===== src/rtl/core/oidc_pkg.sv =====
// oidc_pkg: shared codes, reset values and status type for the drive control core
// no dependencies
`default_nettype none

package oidc_pkg;

   localparam int unsigned CSR_INDEX_BITS = 3;

   localparam logic [CSR_INDEX_BITS-1:0] CSR_PRESSURE_LIMIT     = 3'd0;
   localparam logic [CSR_INDEX_BITS-1:0] CSR_DISTANCE_LIMIT     = 3'd1;
   localparam logic [CSR_INDEX_BITS-1:0] CSR_SPEED_FAST_WIDTH   = 3'd2;
   localparam logic [CSR_INDEX_BITS-1:0] CSR_SPEED_SLOW_WIDTH   = 3'd3;
   localparam logic [CSR_INDEX_BITS-1:0] CSR_STEER_CENTER_WIDTH = 3'd4;
   localparam logic [CSR_INDEX_BITS-1:0] CSR_STEER_RIGHT_WIDTH  = 3'd5;
   localparam logic [CSR_INDEX_BITS-1:0] CSR_STEER_LEFT_WIDTH   = 3'd6;

   localparam logic [31:0] PRESSURE_LIMIT_RST     = 32'd600;
   localparam logic [31:0] DISTANCE_LIMIT_RST     = 32'd5;
   localparam logic [31:0] SPEED_FAST_WIDTH_RST   = 32'd65534;
   localparam logic [31:0] SPEED_SLOW_WIDTH_RST   = 32'd4095;
   localparam logic [31:0] STEER_CENTER_WIDTH_RST = 32'd1350;
   localparam logic [31:0] STEER_RIGHT_WIDTH_RST  = 32'd700;
   localparam logic [31:0] STEER_LEFT_WIDTH_RST   = 32'd2300;

   localparam logic [1:0] POL_DEFAULT = 2'd0;
   localparam logic [1:0] POL_FWD     = 2'd1;
   localparam logic [1:0] POL_BWD     = 2'd2;
   localparam logic [1:0] POL_STOP    = 2'd3;

   localparam logic [1:0] DIR_FWD  = 2'd0;
   localparam logic [1:0] DIR_BWD  = 2'd1;
   localparam logic [1:0] DIR_STOP = 2'd2;

   localparam logic [7:0] CMD_FWD_CENTER = 8'h77; // w
   localparam logic [7:0] CMD_FWD_LEFT   = 8'h71; // q
   localparam logic [7:0] CMD_FWD_RIGHT  = 8'h65; // e
   localparam logic [7:0] CMD_BWD_CENTER = 8'h73; // s
   localparam logic [7:0] CMD_BWD_LEFT   = 8'h61; // a
   localparam logic [7:0] CMD_BWD_RIGHT  = 8'h64; // d
   localparam logic [7:0] CMD_STOP       = 8'h70; // p
   localparam logic [7:0] CMD_FAST       = 8'h6d; // m
   localparam logic [7:0] CMD_SLOW       = 8'h6e; // n

   typedef struct packed {
      logic [1:0] policy;
      logic [1:0] drive_dir;
      logic       buzzer_on;
      logic       announce;
   } status_type;

endpackage

`default_nettype wire


===== src/rtl/core/oidc_channels.sv =====
// oidc_req_if / oidc_rsp_if: valid-ready channels for control ticks and drive results
// no dependencies
`default_nettype none

interface oidc_req_if #(
   parameter int unsigned PRESSURE_BITS = 12,
   parameter int unsigned ECHO_BITS     = 16
);
   logic                     valid;
   logic                     ready;
   logic [PRESSURE_BITS-1:0] pressure_sample;
   logic [ECHO_BITS-1:0]     front_echo;
   logic [ECHO_BITS-1:0]     rear_echo;
   logic [7:0]               cmd;

   modport source (output valid, pressure_sample, front_echo, rear_echo, cmd, input ready);
   modport sink   (input valid, pressure_sample, front_echo, rear_echo, cmd, output ready);
endinterface

interface oidc_rsp_if #(
   parameter int unsigned PULSE_BITS = 16
);
   logic                  valid;
   logic                  ready;
   logic [1:0]            policy;
   logic [1:0]            drive_dir;
   logic [PULSE_BITS-1:0] steer_width;
   logic [PULSE_BITS-1:0] speed_width;
   logic                  buzzer_on;
   logic                  announce;

   modport source (output valid, policy, drive_dir, steer_width, speed_width, buzzer_on,
                   announce, input ready);
   modport sink   (input valid, policy, drive_dir, steer_width, speed_width, buzzer_on,
                   announce, output ready);
endinterface

`default_nettype wire


===== src/rtl/core/oidc_csr.sv =====
// oidc_csr: configuration register file with write-only plain port
// depends on oidc_pkg
`default_nettype none

module oidc_csr #(
   parameter int unsigned PRESSURE_BITS = 12,
   parameter int unsigned ECHO_BITS     = 16,
   parameter int unsigned PULSE_BITS    = 16,
   parameter int unsigned CSR_BITS      = 16
) (
   input  wire logic                                clock,
   input  wire logic                                reset,
   input  wire logic                                csr_wen,
   input  wire logic [oidc_pkg::CSR_INDEX_BITS-1:0] csr_index,
   input  wire logic [CSR_BITS-1:0]                 csr_wdata,
   output logic [PRESSURE_BITS-1:0]                 pressure_limit,
   output logic [ECHO_BITS-1:0]                     distance_limit,
   output logic [PULSE_BITS-1:0]                    speed_fast_width,
   output logic [PULSE_BITS-1:0]                    speed_slow_width,
   output logic [PULSE_BITS-1:0]                    steer_center_width,
   output logic [PULSE_BITS-1:0]                    steer_right_width,
   output logic [PULSE_BITS-1:0]                    steer_left_width
);

   logic [PRESSURE_BITS-1:0] pressure_thr_ff;
   logic [ECHO_BITS-1:0]     distance_thr_ff;
   logic [PULSE_BITS-1:0]    speed_fast_ff;
   logic [PULSE_BITS-1:0]    speed_slow_ff;
   logic [PULSE_BITS-1:0]    steer_center_ff;
   logic [PULSE_BITS-1:0]    steer_right_ff;
   logic [PULSE_BITS-1:0]    steer_left_ff;

   always_ff @(posedge clock) begin
      if (reset) begin
         pressure_thr_ff <= oidc_pkg::PRESSURE_LIMIT_RST[PRESSURE_BITS-1:0];
         distance_thr_ff <= oidc_pkg::DISTANCE_LIMIT_RST[ECHO_BITS-1:0];
         speed_fast_ff   <= oidc_pkg::SPEED_FAST_WIDTH_RST[PULSE_BITS-1:0];
         speed_slow_ff   <= oidc_pkg::SPEED_SLOW_WIDTH_RST[PULSE_BITS-1:0];
         steer_center_ff <= oidc_pkg::STEER_CENTER_WIDTH_RST[PULSE_BITS-1:0];
         steer_right_ff  <= oidc_pkg::STEER_RIGHT_WIDTH_RST[PULSE_BITS-1:0];
         steer_left_ff   <= oidc_pkg::STEER_LEFT_WIDTH_RST[PULSE_BITS-1:0];
      end else if (csr_wen) begin
         unique case (csr_index)
            oidc_pkg::CSR_PRESSURE_LIMIT:     pressure_thr_ff <= csr_wdata[PRESSURE_BITS-1:0];
            oidc_pkg::CSR_DISTANCE_LIMIT:     distance_thr_ff <= csr_wdata[ECHO_BITS-1:0];
            oidc_pkg::CSR_SPEED_FAST_WIDTH:   speed_fast_ff   <= csr_wdata[PULSE_BITS-1:0];
            oidc_pkg::CSR_SPEED_SLOW_WIDTH:   speed_slow_ff   <= csr_wdata[PULSE_BITS-1:0];
            oidc_pkg::CSR_STEER_CENTER_WIDTH: steer_center_ff <= csr_wdata[PULSE_BITS-1:0];
            oidc_pkg::CSR_STEER_RIGHT_WIDTH:  steer_right_ff  <= csr_wdata[PULSE_BITS-1:0];
            oidc_pkg::CSR_STEER_LEFT_WIDTH:   steer_left_ff   <= csr_wdata[PULSE_BITS-1:0];
            default: begin
            end
         endcase
      end
   end

   assign pressure_limit     = pressure_thr_ff;
   assign distance_limit     = distance_thr_ff;
   assign speed_fast_width   = speed_fast_ff;
   assign speed_slow_width   = speed_slow_ff;
   assign steer_center_width = steer_center_ff;
   assign steer_right_width  = steer_right_ff;
   assign steer_left_width   = steer_left_ff;

endmodule

`default_nettype wire


===== src/rtl/core/oidc_step.sv =====
// oidc_step: per-tick policy decision, interlock and command decode
// depends on oidc_pkg
`default_nettype none

module oidc_step #(
   parameter int unsigned PRESSURE_BITS = 12,
   parameter int unsigned ECHO_BITS     = 16,
   parameter int unsigned PULSE_BITS    = 16
) (
   input  wire logic [PRESSURE_BITS-1:0] pressure_sample,
   input  wire logic [ECHO_BITS-1:0]     front_echo,
   input  wire logic [ECHO_BITS-1:0]     rear_echo,
   input  wire logic [7:0]               cmd,
   input  wire logic [PRESSURE_BITS-1:0] pressure_limit,
   input  wire logic [ECHO_BITS-1:0]     distance_limit,
   input  wire logic [PULSE_BITS-1:0]    speed_fast_width,
   input  wire logic [PULSE_BITS-1:0]    speed_slow_width,
   input  wire logic [PULSE_BITS-1:0]    steer_center_width,
   input  wire logic [PULSE_BITS-1:0]    steer_right_width,
   input  wire logic [PULSE_BITS-1:0]    steer_left_width,
   input  wire logic [1:0]               prev_policy,
   input  wire logic [1:0]               drive_cur,
   input  wire logic [PULSE_BITS-1:0]    steer_cur,
   input  wire logic [PULSE_BITS-1:0]    speed_cur,
   output oidc_pkg::status_type          status,
   output logic [PULSE_BITS-1:0]         steer_next,
   output logic [PULSE_BITS-1:0]         speed_next
);

   logic       front_close;
   logic       rear_close;
   logic [1:0] policy;
   logic [1:0] drive_mid;
   logic [1:0] drive_next;
   logic       fwd_ok;
   logic       bwd_ok;

   assign front_close = front_echo < distance_limit;
   assign rear_close  = rear_echo < distance_limit;

   always_comb begin
      policy = oidc_pkg::POL_DEFAULT;
      if (pressure_sample > pressure_limit) begin
         priority if (front_close && rear_close) policy = oidc_pkg::POL_STOP;
         else if (front_close) policy = oidc_pkg::POL_BWD;
         else if (rear_close) policy = oidc_pkg::POL_FWD;
         else policy = oidc_pkg::POL_DEFAULT;
      end
   end

   // interlock against the current direction
   always_comb begin
      drive_mid = drive_cur;
      if (policy == oidc_pkg::POL_STOP ||
          (policy == oidc_pkg::POL_FWD && drive_cur == oidc_pkg::DIR_BWD) ||
          (policy == oidc_pkg::POL_BWD && drive_cur == oidc_pkg::DIR_FWD)) begin
         drive_mid = oidc_pkg::DIR_STOP;
      end
   end

   assign fwd_ok = (policy == oidc_pkg::POL_DEFAULT) || (policy == oidc_pkg::POL_FWD);
   assign bwd_ok = (policy == oidc_pkg::POL_DEFAULT) || (policy == oidc_pkg::POL_BWD);

   always_comb begin
      drive_next = drive_mid;
      steer_next = steer_cur;
      speed_next = speed_cur;
      unique case (cmd)
         oidc_pkg::CMD_FWD_CENTER: if (fwd_ok) begin
            drive_next = oidc_pkg::DIR_FWD;
            steer_next = steer_center_width;
         end
         oidc_pkg::CMD_FWD_LEFT: if (fwd_ok) begin
            drive_next = oidc_pkg::DIR_FWD;
            steer_next = steer_left_width;
         end
         oidc_pkg::CMD_FWD_RIGHT: if (fwd_ok) begin
            drive_next = oidc_pkg::DIR_FWD;
            steer_next = steer_right_width;
         end
         oidc_pkg::CMD_BWD_CENTER: if (bwd_ok) begin
            drive_next = oidc_pkg::DIR_BWD;
            steer_next = steer_center_width;
         end
         oidc_pkg::CMD_BWD_LEFT: if (bwd_ok) begin
            drive_next = oidc_pkg::DIR_BWD;
            steer_next = steer_left_width;
         end
         oidc_pkg::CMD_BWD_RIGHT: if (bwd_ok) begin
            drive_next = oidc_pkg::DIR_BWD;
            steer_next = steer_right_width;
         end
         oidc_pkg::CMD_STOP: drive_next = oidc_pkg::DIR_STOP;
         oidc_pkg::CMD_FAST: speed_next = speed_fast_width;
         oidc_pkg::CMD_SLOW: speed_next = speed_slow_width;
         default: begin
         end
      endcase
   end

   assign status.policy    = policy;
   assign status.drive_dir = drive_next;
   assign status.buzzer_on = policy != oidc_pkg::POL_DEFAULT;
   assign status.announce  = (policy != prev_policy) && (policy != oidc_pkg::POL_DEFAULT);

endmodule

`default_nettype wire


===== src/rtl/core/obstacle_interlocked_drive_control_core.sv =====
// obstacle_interlocked_drive_control_core: top level of the drive control core
// depends on oidc_pkg, oidc_channels, oidc_csr, oidc_step
// a tick is held in the input register, then its result in the result register
// throughput: one tick per cycle through the single-pass step logic between the
// input and result registers, while the result side does not stall it
// reset: synchronous; clears both stages, loads register and drive state reset values
`default_nettype none

module obstacle_interlocked_drive_control_core #(
   parameter int unsigned PRESSURE_BITS = 12,
   parameter int unsigned ECHO_BITS     = 16,
   parameter int unsigned PULSE_BITS    = 16,
   localparam int unsigned WIDE_BITS    = (ECHO_BITS > PULSE_BITS) ? ECHO_BITS : PULSE_BITS,
   localparam int unsigned CSR_BITS     = (PRESSURE_BITS > WIDE_BITS) ? PRESSURE_BITS : WIDE_BITS
) (
   input  wire logic                                clock,
   input  wire logic                                reset,
   oidc_req_if.sink                                 req_chan,
   oidc_rsp_if.source                               rsp_chan,
   input  wire logic                                csr_wen,
   input  wire logic [oidc_pkg::CSR_INDEX_BITS-1:0] csr_index,
   input  wire logic [CSR_BITS-1:0]                 csr_wdata
);

   logic [PRESSURE_BITS-1:0] pressure_limit;
   logic [ECHO_BITS-1:0]     distance_limit;
   logic [PULSE_BITS-1:0]    speed_fast_width;
   logic [PULSE_BITS-1:0]    speed_slow_width;
   logic [PULSE_BITS-1:0]    steer_center_width;
   logic [PULSE_BITS-1:0]    steer_right_width;
   logic [PULSE_BITS-1:0]    steer_left_width;

   oidc_csr #(
      .PRESSURE_BITS(PRESSURE_BITS),
      .ECHO_BITS    (ECHO_BITS),
      .PULSE_BITS   (PULSE_BITS),
      .CSR_BITS     (CSR_BITS)
   ) u_csr (
      .clock             (clock),
      .reset             (reset),
      .csr_wen           (csr_wen),
      .csr_index         (csr_index),
      .csr_wdata         (csr_wdata),
      .pressure_limit    (pressure_limit),
      .distance_limit    (distance_limit),
      .speed_fast_width  (speed_fast_width),
      .speed_slow_width  (speed_slow_width),
      .steer_center_width(steer_center_width),
      .steer_right_width (steer_right_width),
      .steer_left_width  (steer_left_width)
   );

   // input stage
   logic                     in_valid_ff;
   logic [PRESSURE_BITS-1:0] pressure_ff;
   logic [ECHO_BITS-1:0]     front_ff;
   logic [ECHO_BITS-1:0]     rear_ff;
   logic [7:0]               cmd_ff;

   // result stage
   logic                     out_valid_ff;
   oidc_pkg::status_type     status_ff;
   logic [PULSE_BITS-1:0]    steer_out_ff;
   logic [PULSE_BITS-1:0]    speed_out_ff;

   // drive state
   logic [1:0]               prev_policy_ff;
   logic [1:0]               drive_ff;
   logic [PULSE_BITS-1:0]    steer_ff;
   logic [PULSE_BITS-1:0]    speed_ff;

   oidc_pkg::status_type     status_in;
   logic [PULSE_BITS-1:0]    steer_in;
   logic [PULSE_BITS-1:0]    speed_in;

   logic out_free;
   logic advance;
   logic req_take;

   assign out_free = !out_valid_ff || rsp_chan.ready;
   assign advance  = in_valid_ff && out_free;
   assign req_chan.ready = !reset && (!in_valid_ff || advance);
   assign req_take = req_chan.valid && req_chan.ready;

   oidc_step #(
      .PRESSURE_BITS(PRESSURE_BITS),
      .ECHO_BITS    (ECHO_BITS),
      .PULSE_BITS   (PULSE_BITS)
   ) u_step (
      .pressure_sample   (pressure_ff),
      .front_echo        (front_ff),
      .rear_echo         (rear_ff),
      .cmd               (cmd_ff),
      .pressure_limit    (pressure_limit),
      .distance_limit    (distance_limit),
      .speed_fast_width  (speed_fast_width),
      .speed_slow_width  (speed_slow_width),
      .steer_center_width(steer_center_width),
      .steer_right_width (steer_right_width),
      .steer_left_width  (steer_left_width),
      .prev_policy       (prev_policy_ff),
      .drive_cur         (drive_ff),
      .steer_cur         (steer_ff),
      .speed_cur         (speed_ff),
      .status            (status_in),
      .steer_next        (steer_in),
      .speed_next        (speed_in)
   );

   always_ff @(posedge clock) begin
      if (reset) begin
         in_valid_ff <= 1'b0;
      end else if (req_take) begin
         in_valid_ff <= 1'b1;
      end else if (advance) begin
         in_valid_ff <= 1'b0;
      end
   end

   always_ff @(posedge clock) begin
      if (req_take) begin
         pressure_ff <= req_chan.pressure_sample;
         front_ff    <= req_chan.front_echo;
         rear_ff     <= req_chan.rear_echo;
         cmd_ff      <= req_chan.cmd;
      end
   end

   always_ff @(posedge clock) begin
      if (reset) begin
         out_valid_ff   <= 1'b0;
         prev_policy_ff <= oidc_pkg::POL_DEFAULT;
         drive_ff       <= oidc_pkg::DIR_STOP;
         steer_ff       <= oidc_pkg::STEER_CENTER_WIDTH_RST[PULSE_BITS-1:0];
         speed_ff       <= oidc_pkg::SPEED_FAST_WIDTH_RST[PULSE_BITS-1:0];
      end else if (advance) begin
         out_valid_ff   <= 1'b1;
         prev_policy_ff <= status_in.policy;
         drive_ff       <= status_in.drive_dir;
         steer_ff       <= steer_in;
         speed_ff       <= speed_in;
      end else if (rsp_chan.ready) begin
         out_valid_ff   <= 1'b0;
      end
   end

   always_ff @(posedge clock) begin
      if (advance) begin
         status_ff    <= status_in;
         steer_out_ff <= steer_in;
         speed_out_ff <= speed_in;
      end
   end

   assign rsp_chan.valid       = out_valid_ff;
   assign rsp_chan.policy      = status_ff.policy;
   assign rsp_chan.drive_dir   = status_ff.drive_dir;
   assign rsp_chan.steer_width = steer_out_ff;
   assign rsp_chan.speed_width = speed_out_ff;
   assign rsp_chan.buzzer_on   = status_ff.buzzer_on;
   assign rsp_chan.announce    = status_ff.announce;

   a_stop_policy_stops: assert property (@(posedge clock) disable iff (reset)
      (rsp_chan.valid && rsp_chan.policy == oidc_pkg::POL_STOP)
         |-> rsp_chan.drive_dir == oidc_pkg::DIR_STOP)
      else $error("stop policy with drive not stopped");

   a_announce_needs_buzzer: assert property (@(posedge clock) disable iff (reset)
      (rsp_chan.valid && rsp_chan.announce) |-> rsp_chan.buzzer_on)
      else $error("announce without buzzer");

   a_drive_code_legal: assert property (@(posedge clock) disable iff (reset)
      drive_ff <= oidc_pkg::DIR_STOP)
      else $error("illegal drive state");

   a_full_stage_blocks: assert property (@(posedge clock) disable iff (reset)
      (in_valid_ff && !out_free) |-> !req_chan.ready)
      else $error("input accepted while input stage is stalled");

   a_result_follows_tick: assert property (@(posedge clock) disable iff (reset)
      advance |=> out_valid_ff && drive_ff == $past(status_in.drive_dir))
      else $error("drive state not updated with result");

endmodule

`default_nettype wire


===== src/flat_wrapper.sv =====
// flat-port wrapper written by rule: the top's interface ports become plain ports
module obstacle_interlocked_drive_control_core_flat 
#(
   parameter int unsigned PRESSURE_BITS = 12,
   parameter int unsigned ECHO_BITS     = 16,
   parameter int unsigned PULSE_BITS    = 16,
   localparam int unsigned WIDE_BITS    = (ECHO_BITS > PULSE_BITS) ? ECHO_BITS : PULSE_BITS,
   localparam int unsigned CSR_BITS     = (PRESSURE_BITS > WIDE_BITS) ? PRESSURE_BITS : WIDE_BITS
)
  (clock, reset, csr_wen, csr_index, csr_wdata, req_chan_valid, req_chan_pressure_sample, req_chan_front_echo, req_chan_rear_echo, req_chan_cmd, req_chan_ready, rsp_chan_valid, rsp_chan_policy, rsp_chan_drive_dir, rsp_chan_steer_width, rsp_chan_speed_width, rsp_chan_buzzer_on, rsp_chan_announce, rsp_chan_ready);
  oidc_req_if #(.PRESSURE_BITS(PRESSURE_BITS), .ECHO_BITS(ECHO_BITS)) req_chan_i ();
  oidc_rsp_if #(.PULSE_BITS(PULSE_BITS)) rsp_chan_i ();
  input  wire logic clock;
  input  wire logic reset;
  input  wire logic csr_wen;
  input  wire logic [oidc_pkg::CSR_INDEX_BITS-1:0] csr_index;
  input  wire logic [CSR_BITS-1:0] csr_wdata;
  input wire logic [$bits(req_chan_i.valid)-1:0] req_chan_valid;
  input wire logic [$bits(req_chan_i.pressure_sample)-1:0] req_chan_pressure_sample;
  input wire logic [$bits(req_chan_i.front_echo)-1:0] req_chan_front_echo;
  input wire logic [$bits(req_chan_i.rear_echo)-1:0] req_chan_rear_echo;
  input wire logic [$bits(req_chan_i.cmd)-1:0] req_chan_cmd;
  output wire logic [$bits(req_chan_i.ready)-1:0] req_chan_ready;
  output wire logic [$bits(rsp_chan_i.valid)-1:0] rsp_chan_valid;
  output wire logic [$bits(rsp_chan_i.policy)-1:0] rsp_chan_policy;
  output wire logic [$bits(rsp_chan_i.drive_dir)-1:0] rsp_chan_drive_dir;
  output wire logic [$bits(rsp_chan_i.steer_width)-1:0] rsp_chan_steer_width;
  output wire logic [$bits(rsp_chan_i.speed_width)-1:0] rsp_chan_speed_width;
  output wire logic [$bits(rsp_chan_i.buzzer_on)-1:0] rsp_chan_buzzer_on;
  output wire logic [$bits(rsp_chan_i.announce)-1:0] rsp_chan_announce;
  input wire logic [$bits(rsp_chan_i.ready)-1:0] rsp_chan_ready;
  assign req_chan_i.valid = req_chan_valid;
  assign req_chan_i.pressure_sample = req_chan_pressure_sample;
  assign req_chan_i.front_echo = req_chan_front_echo;
  assign req_chan_i.rear_echo = req_chan_rear_echo;
  assign req_chan_i.cmd = req_chan_cmd;
  assign req_chan_ready = req_chan_i.ready;
  assign rsp_chan_valid = rsp_chan_i.valid;
  assign rsp_chan_policy = rsp_chan_i.policy;
  assign rsp_chan_drive_dir = rsp_chan_i.drive_dir;
  assign rsp_chan_steer_width = rsp_chan_i.steer_width;
  assign rsp_chan_speed_width = rsp_chan_i.speed_width;
  assign rsp_chan_buzzer_on = rsp_chan_i.buzzer_on;
  assign rsp_chan_announce = rsp_chan_i.announce;
  assign rsp_chan_i.ready = rsp_chan_ready;
  obstacle_interlocked_drive_control_core #(.PRESSURE_BITS(PRESSURE_BITS), .ECHO_BITS(ECHO_BITS), .PULSE_BITS(PULSE_BITS)) u_core (.clock(clock), .reset(reset), .req_chan(req_chan_i), .rsp_chan(rsp_chan_i), .csr_wen(csr_wen), .csr_index(csr_index), .csr_wdata(csr_wdata));
endmodule

===== config.mk =====
export PLATFORM = sky130hd
export DESIGN_NAME = obstacle_interlocked_drive_control_core_flat
export DESIGN_NICKNAME = d
export VERILOG_FILES = /design/src/rtl/core/oidc_pkg.sv /design/src/rtl/core/oidc_channels.sv /design/src/rtl/core/oidc_csr.sv /design/src/rtl/core/oidc_step.sv /design/src/rtl/core/obstacle_interlocked_drive_control_core.sv /design/src/flat_wrapper.sv
export SDC_FILE = /design/constraint.sdc
export NUM_CORES = 1
export LEC_CHECK = 0
export BUFFER_PORTS_ARGS = -buffer_cell sky130_fd_sc_hd__clkbuf_2
export CAP_MARGIN = 30
export CELL_PAD_IN_SITES_DETAIL_PLACEMENT = 2
export CELL_PAD_IN_SITES_GLOBAL_PLACEMENT = 2
export CORE_UTILIZATION = 40
export CTS_BUF_LIST = sky130_fd_sc_hd__clkbuf_4 sky130_fd_sc_hd__clkbuf_8
export DETAILED_ROUTE_END_ITERATION = 8
export PLACE_DENSITY = 0.91
export SYNTH_ARGS = -nofsm -noshare
export SYNTH_HDL_FRONTEND = slang
export SYNTH_SLANG_ARGS = --single-unit

===== constraint.sdc =====
create_clock -name clock -period 6 [get_ports clock]
set_input_delay 0.3 -clock clock [delete_from_list [all_inputs] [get_ports clock]]
set_output_delay 0.3 -clock clock [all_outputs]
set_load 0.02 [all_outputs]

==> key figures <==
Global routing
  • GRT Total Usage: 0.3873
  • Largest net degree at the start of global routing: 95
  • Vias in the first global route: 11670
  • GR peak layer: met2
  • Initial antenna violation count: 1
  • Met1 usage: 0.4345
  • Gr ovfl total: 0
  • Met3 Use GR: 0.07459
  • M2 GR Usage: 0.6674
  • First-pass GRT wire length: 76.56 mm

Timing
  • RSZ-0062 raised after global routing: false
  • Least-Margin Pin Slew: 0.9944 ns
  • Fmax: 0.2623 GHz
  • Final setup vio count: 0
  • Setup WS post-layout: 2.188 ns
  • Setup tns final: 0 ns
  • Relative slew slack: 0.3371
  • Final min period: 3.812 ns
  • Tcrit/Tclk final: 0.6354
  • Max-slew violations: 0
  • Worst clock skew: 0.02359 ns
  • Final hold vios: 0

Yosys
  • Xor/xnor share of the synthesized area: 0.0008293
  • Compound-Gate Fraction of Synth Area: 0.1719
  • Largest family of logic cells by synthesized area: simple AND/OR/NAND/NOR gates
  • Cell count after synthesis: 1103
  • Post-Synth Simple-Gate Area: 0.2074
  • Post-Syn Nets: 1221
  • Synth unique cells: 62
  • Post-synthesis area per instance: 9.575 um2
  • Seq/Total Area, Yosys: 0.5326
  • Mux cell area share after synthesis: 0
  • Post-synth EDFFs: 90
  • Yosys warns: 0
  • Post-Synth Adder-Cell Area: 0.04976
  • Cell Area, Synth: 0.01056 mm2
  • Predominant post-synthesis flop cell: dfxtp_1
  • FF+latch count, synth: 236
  • Post-synth ARST share: 0

Clock tree
  • Clock Latency Late Sink: 0.58 ns
  • CTS tree: built
  • Clk buf depth: 3
  • CTS buffer count: 42
  • H-tree depth: 2
  • Clock Root Buffer: clkbuf_8
  • Reg clk slew, reported paths: 0.06 ns
  • Clk sinks: 236

Detailed routing
  • Iter 0 DRT Violations: 928
  • DRC: 0
  • Routed Antenna Nets: 0
  • WL per Instance: 31.39 um
  • Vias per cell: 6.274
  • Drt pass-1 iters: 5
  • Post-Route WL: 51.74 mm
  • Via count: 10340

Setup path
  • Worst R2R Setup Slack: 2.19 ns
  • R2R cell count: 9
  • R2r endpoint: u_core.rsp_chan.steer_width[8]
  • Maximum fanout along the worst path: 22
  • Crit. Startpoint: u_core.u_csr.pressure_limit[2]
  • Worst Setup End Kind: flip-flop
  • Critical Path, Cell by Cell: inv_1, ha_1, and4b_1, a211oi_1, o32ai_1, o21a_1, nand2_1, o22ai_1, a31oi_1
  • Crit path to: u_core.rsp_chan.steer_width[8]
  • Worst R2R Start: u_core.u_csr.pressure_limit[2]
  • CP arrival: 4.10 ns
  • Critical path required time: 6.29 ns
  • Crit start category: flip-flop
  • Critical Path Slowest Stage Cell: o32ai_1
  • Critical path class: flip-flop to flip-flop
  • Crit-path max cell delay: 0.65 ns

Power and ir drop
  • Worst vdd ir: 0.1942 mV
  • Leak: 5.102 nW
  • PD cells: 291.5 mW/mm2

Layout
  • Fill count: 2776
  • Area delta synth->final: 21.93%
  • Area of the multi-input gates: 0.004551 mm2
  • Register area: 0.005625 mm2
  • Layout cells sized above 1: 0.1784
  • Commonest cells after routing, fill and taps aside: 325 x nand2_1, 146 x dfxtp_1, 114 x clkbuf_2
  • Layout Nets: 1398
  • Commonest non-fill, non-tap cell in the layout: nand2_1
  • Design Area, Final: 0.01288 mm2

Placed design
  • Pre-CTS WS: 2.348 ns
  • Dpl hpwl: 25.81 mm
  • DP Area: 0.01148 mm2
  • I/O Buffers: 115
  • Placer Congestion: 0.7634

Floorplanning
  • FP Rows: 59
  • CORE AREA: 0.02598 mm2
  • Starting Density: 0.4064
  • # IOs: 116
  • Die Wd: 164.5 um
  • Die height: 164.5 um
  • Die area: 0.02706 mm2

Status
  • Status: complete, no violations

Flow run
  • Max cap viols: 0

Worst hold path
  • Hold crit path type: primary input to flip-flop
sequential cells by signal, indices dropped and copies added, names as in the netlist:
register,count
u_core.rsp_chan.announce,1
u_core.steer_ff,16
u_core.u_csr.distance_limit,16
u_core.pressure_ff,12
u_core.rsp_chan.policy,2
u_core.prev_policy_ff,2
u_core.front_ff,16
u_core.cmd_ff,8
u_core.rsp_chan.buzzer_on,1
u_core.rsp_chan.speed_width,16
u_core.u_csr.steer_right_width,16
u_core.u_csr.speed_fast_width,16
u_core.drive_ff,2
u_core.rsp_chan.drive_dir,2
u_core.rear_ff,16
u_core.u_csr.steer_left_width,16
u_core.u_csr.speed_slow_width,16
u_core.rsp_chan.valid,1
u_core.u_csr.steer_center_width,16
u_core.in_valid_ff,1
u_core.u_csr.pressure_limit,12
u_core.rsp_chan.steer_width,16
u_core.speed_ff,16
area by class of cell:
class	instances	share of cell area
Inverter	36	0.01049
Clock inverter	12	0.004858
Tap cell	335	0.03255
Sequential cell	236	0.4368
Multi-Input combinational cell	773	0.3534
Antenna cell	1	0.0001943
Timing Repair Buffer	191	0.1001
Clock buffer	64	0.06160
stage by stage:
step,hold WS [ns],power [mW],std cells,util
2_1_floorplan,0.3989,1.935,1103,-
3_3_place_gp,0.4438,2.032,1514,0.4407
3_5_place_dp,0.4535,2.064,1517,0.4417
4_1_cts,0.05470,3.688,1646,0.4950
5_1_grt,0.1339,3.840,1648,0.4956
6_report,0.08695,3.754,1648,0.4956
Yosys cell counts, types with 3 or more instances:
cell	number	area share
a311oi_1	11	0.0091
o22ai_1	15	0.0089
nand3_1	4	0.0019
buf_6	3	0.0032
a21boi_0	3	0.0021
a211oi_1	28	0.020
nand2b_1	10	0.0059
nand2_1	325	0.12
buf_4	3	0.0021
a211o_1	6	0.0050
nor2b_1	7	0.0041
a22oi_1	34	0.024
a2111oi_0	4	0.0033
o21ai_0	8	0.0038
dfxtp_1	146	0.28
a21o_1	6	0.0043
nor4_2	4	0.0047
nand3b_1	62	0.044
clkbuf_1	41	0.015
nor2_1	20	0.0071
a21oi_1	93	0.044
nor3_2	3	0.0028
nor3_1	6	0.0028
nand4_1	8	0.0047
a22o_1	13	0.011
buf_1	4	0.0014
buf_2	7	0.0033
inv_1	36	0.013
a31oi_1	19	0.011
edfxtp_1	90	0.26
ha_1	42	0.050
logic make-up after synthesis:
kind of cell,after synthesis
adders and majority gates,42
DFF,236
AOI/OAI and AO/OA,264
buffers and inverters,94
xor gates and xnor gates,1
and+or+nand+nor,466
critical path, delay by kind of cell (launching register included):
kind                     cells  cell delay (ns)
flip-flops                   1             0.38
buffers and inverters        1             0.07
adder cells (fa/ha/maj)      1             0.34
AO/OA/AOI/OAI                5             1.88
AND/OR/NAND/NOR              2             0.86
metal layers:
layer	part of all wire	up-vias
li1	-	4319
met1	0.37	5227
met2	0.50	561
met3	0.061	232
met4	0.070	0
met5	0	-
worst min-delay path by stage:
stage | from | endpoint | slack, ns | depth (start not counted)
after CTS | rsp_chan_ready | u_core.rsp_chan.valid | 0.05 | 4
final | rsp_chan_ready | u_core.rsp_chan.valid | 0.09 | 4
after floorplan | req_chan_cmd[0] | u_core.cmd_ff[0] | 0.40 | 0
after detailed placement | u_core.u_csr.speed_slow_width[13] | u_core.u_csr.speed_slow_width[13] | 0.45 | 2
after global routing | csr_wdata[13] | u_core.u_csr.speed_slow_width[13] | 0.13 | 3
after global placement | u_core.speed_ff[0] | u_core.speed_ff[0] | 0.44 | 2
report_power, final:
part	total (mW)	internal, mW	switching [mW]
Combinational	0.345	0.115	0.230
Sequential	1.76	1.72	0.0418
Clock	1.64	0.849	0.796
Total	3.75	2.69	1.07
repair_timing:
action	in CTS	in global routing
setup buffers	0	0
resized for setup	0	0
hold buffers	53	0
hold endpoints to repair	53	0
Note: power is estimated with default switching activity, not from simulation.
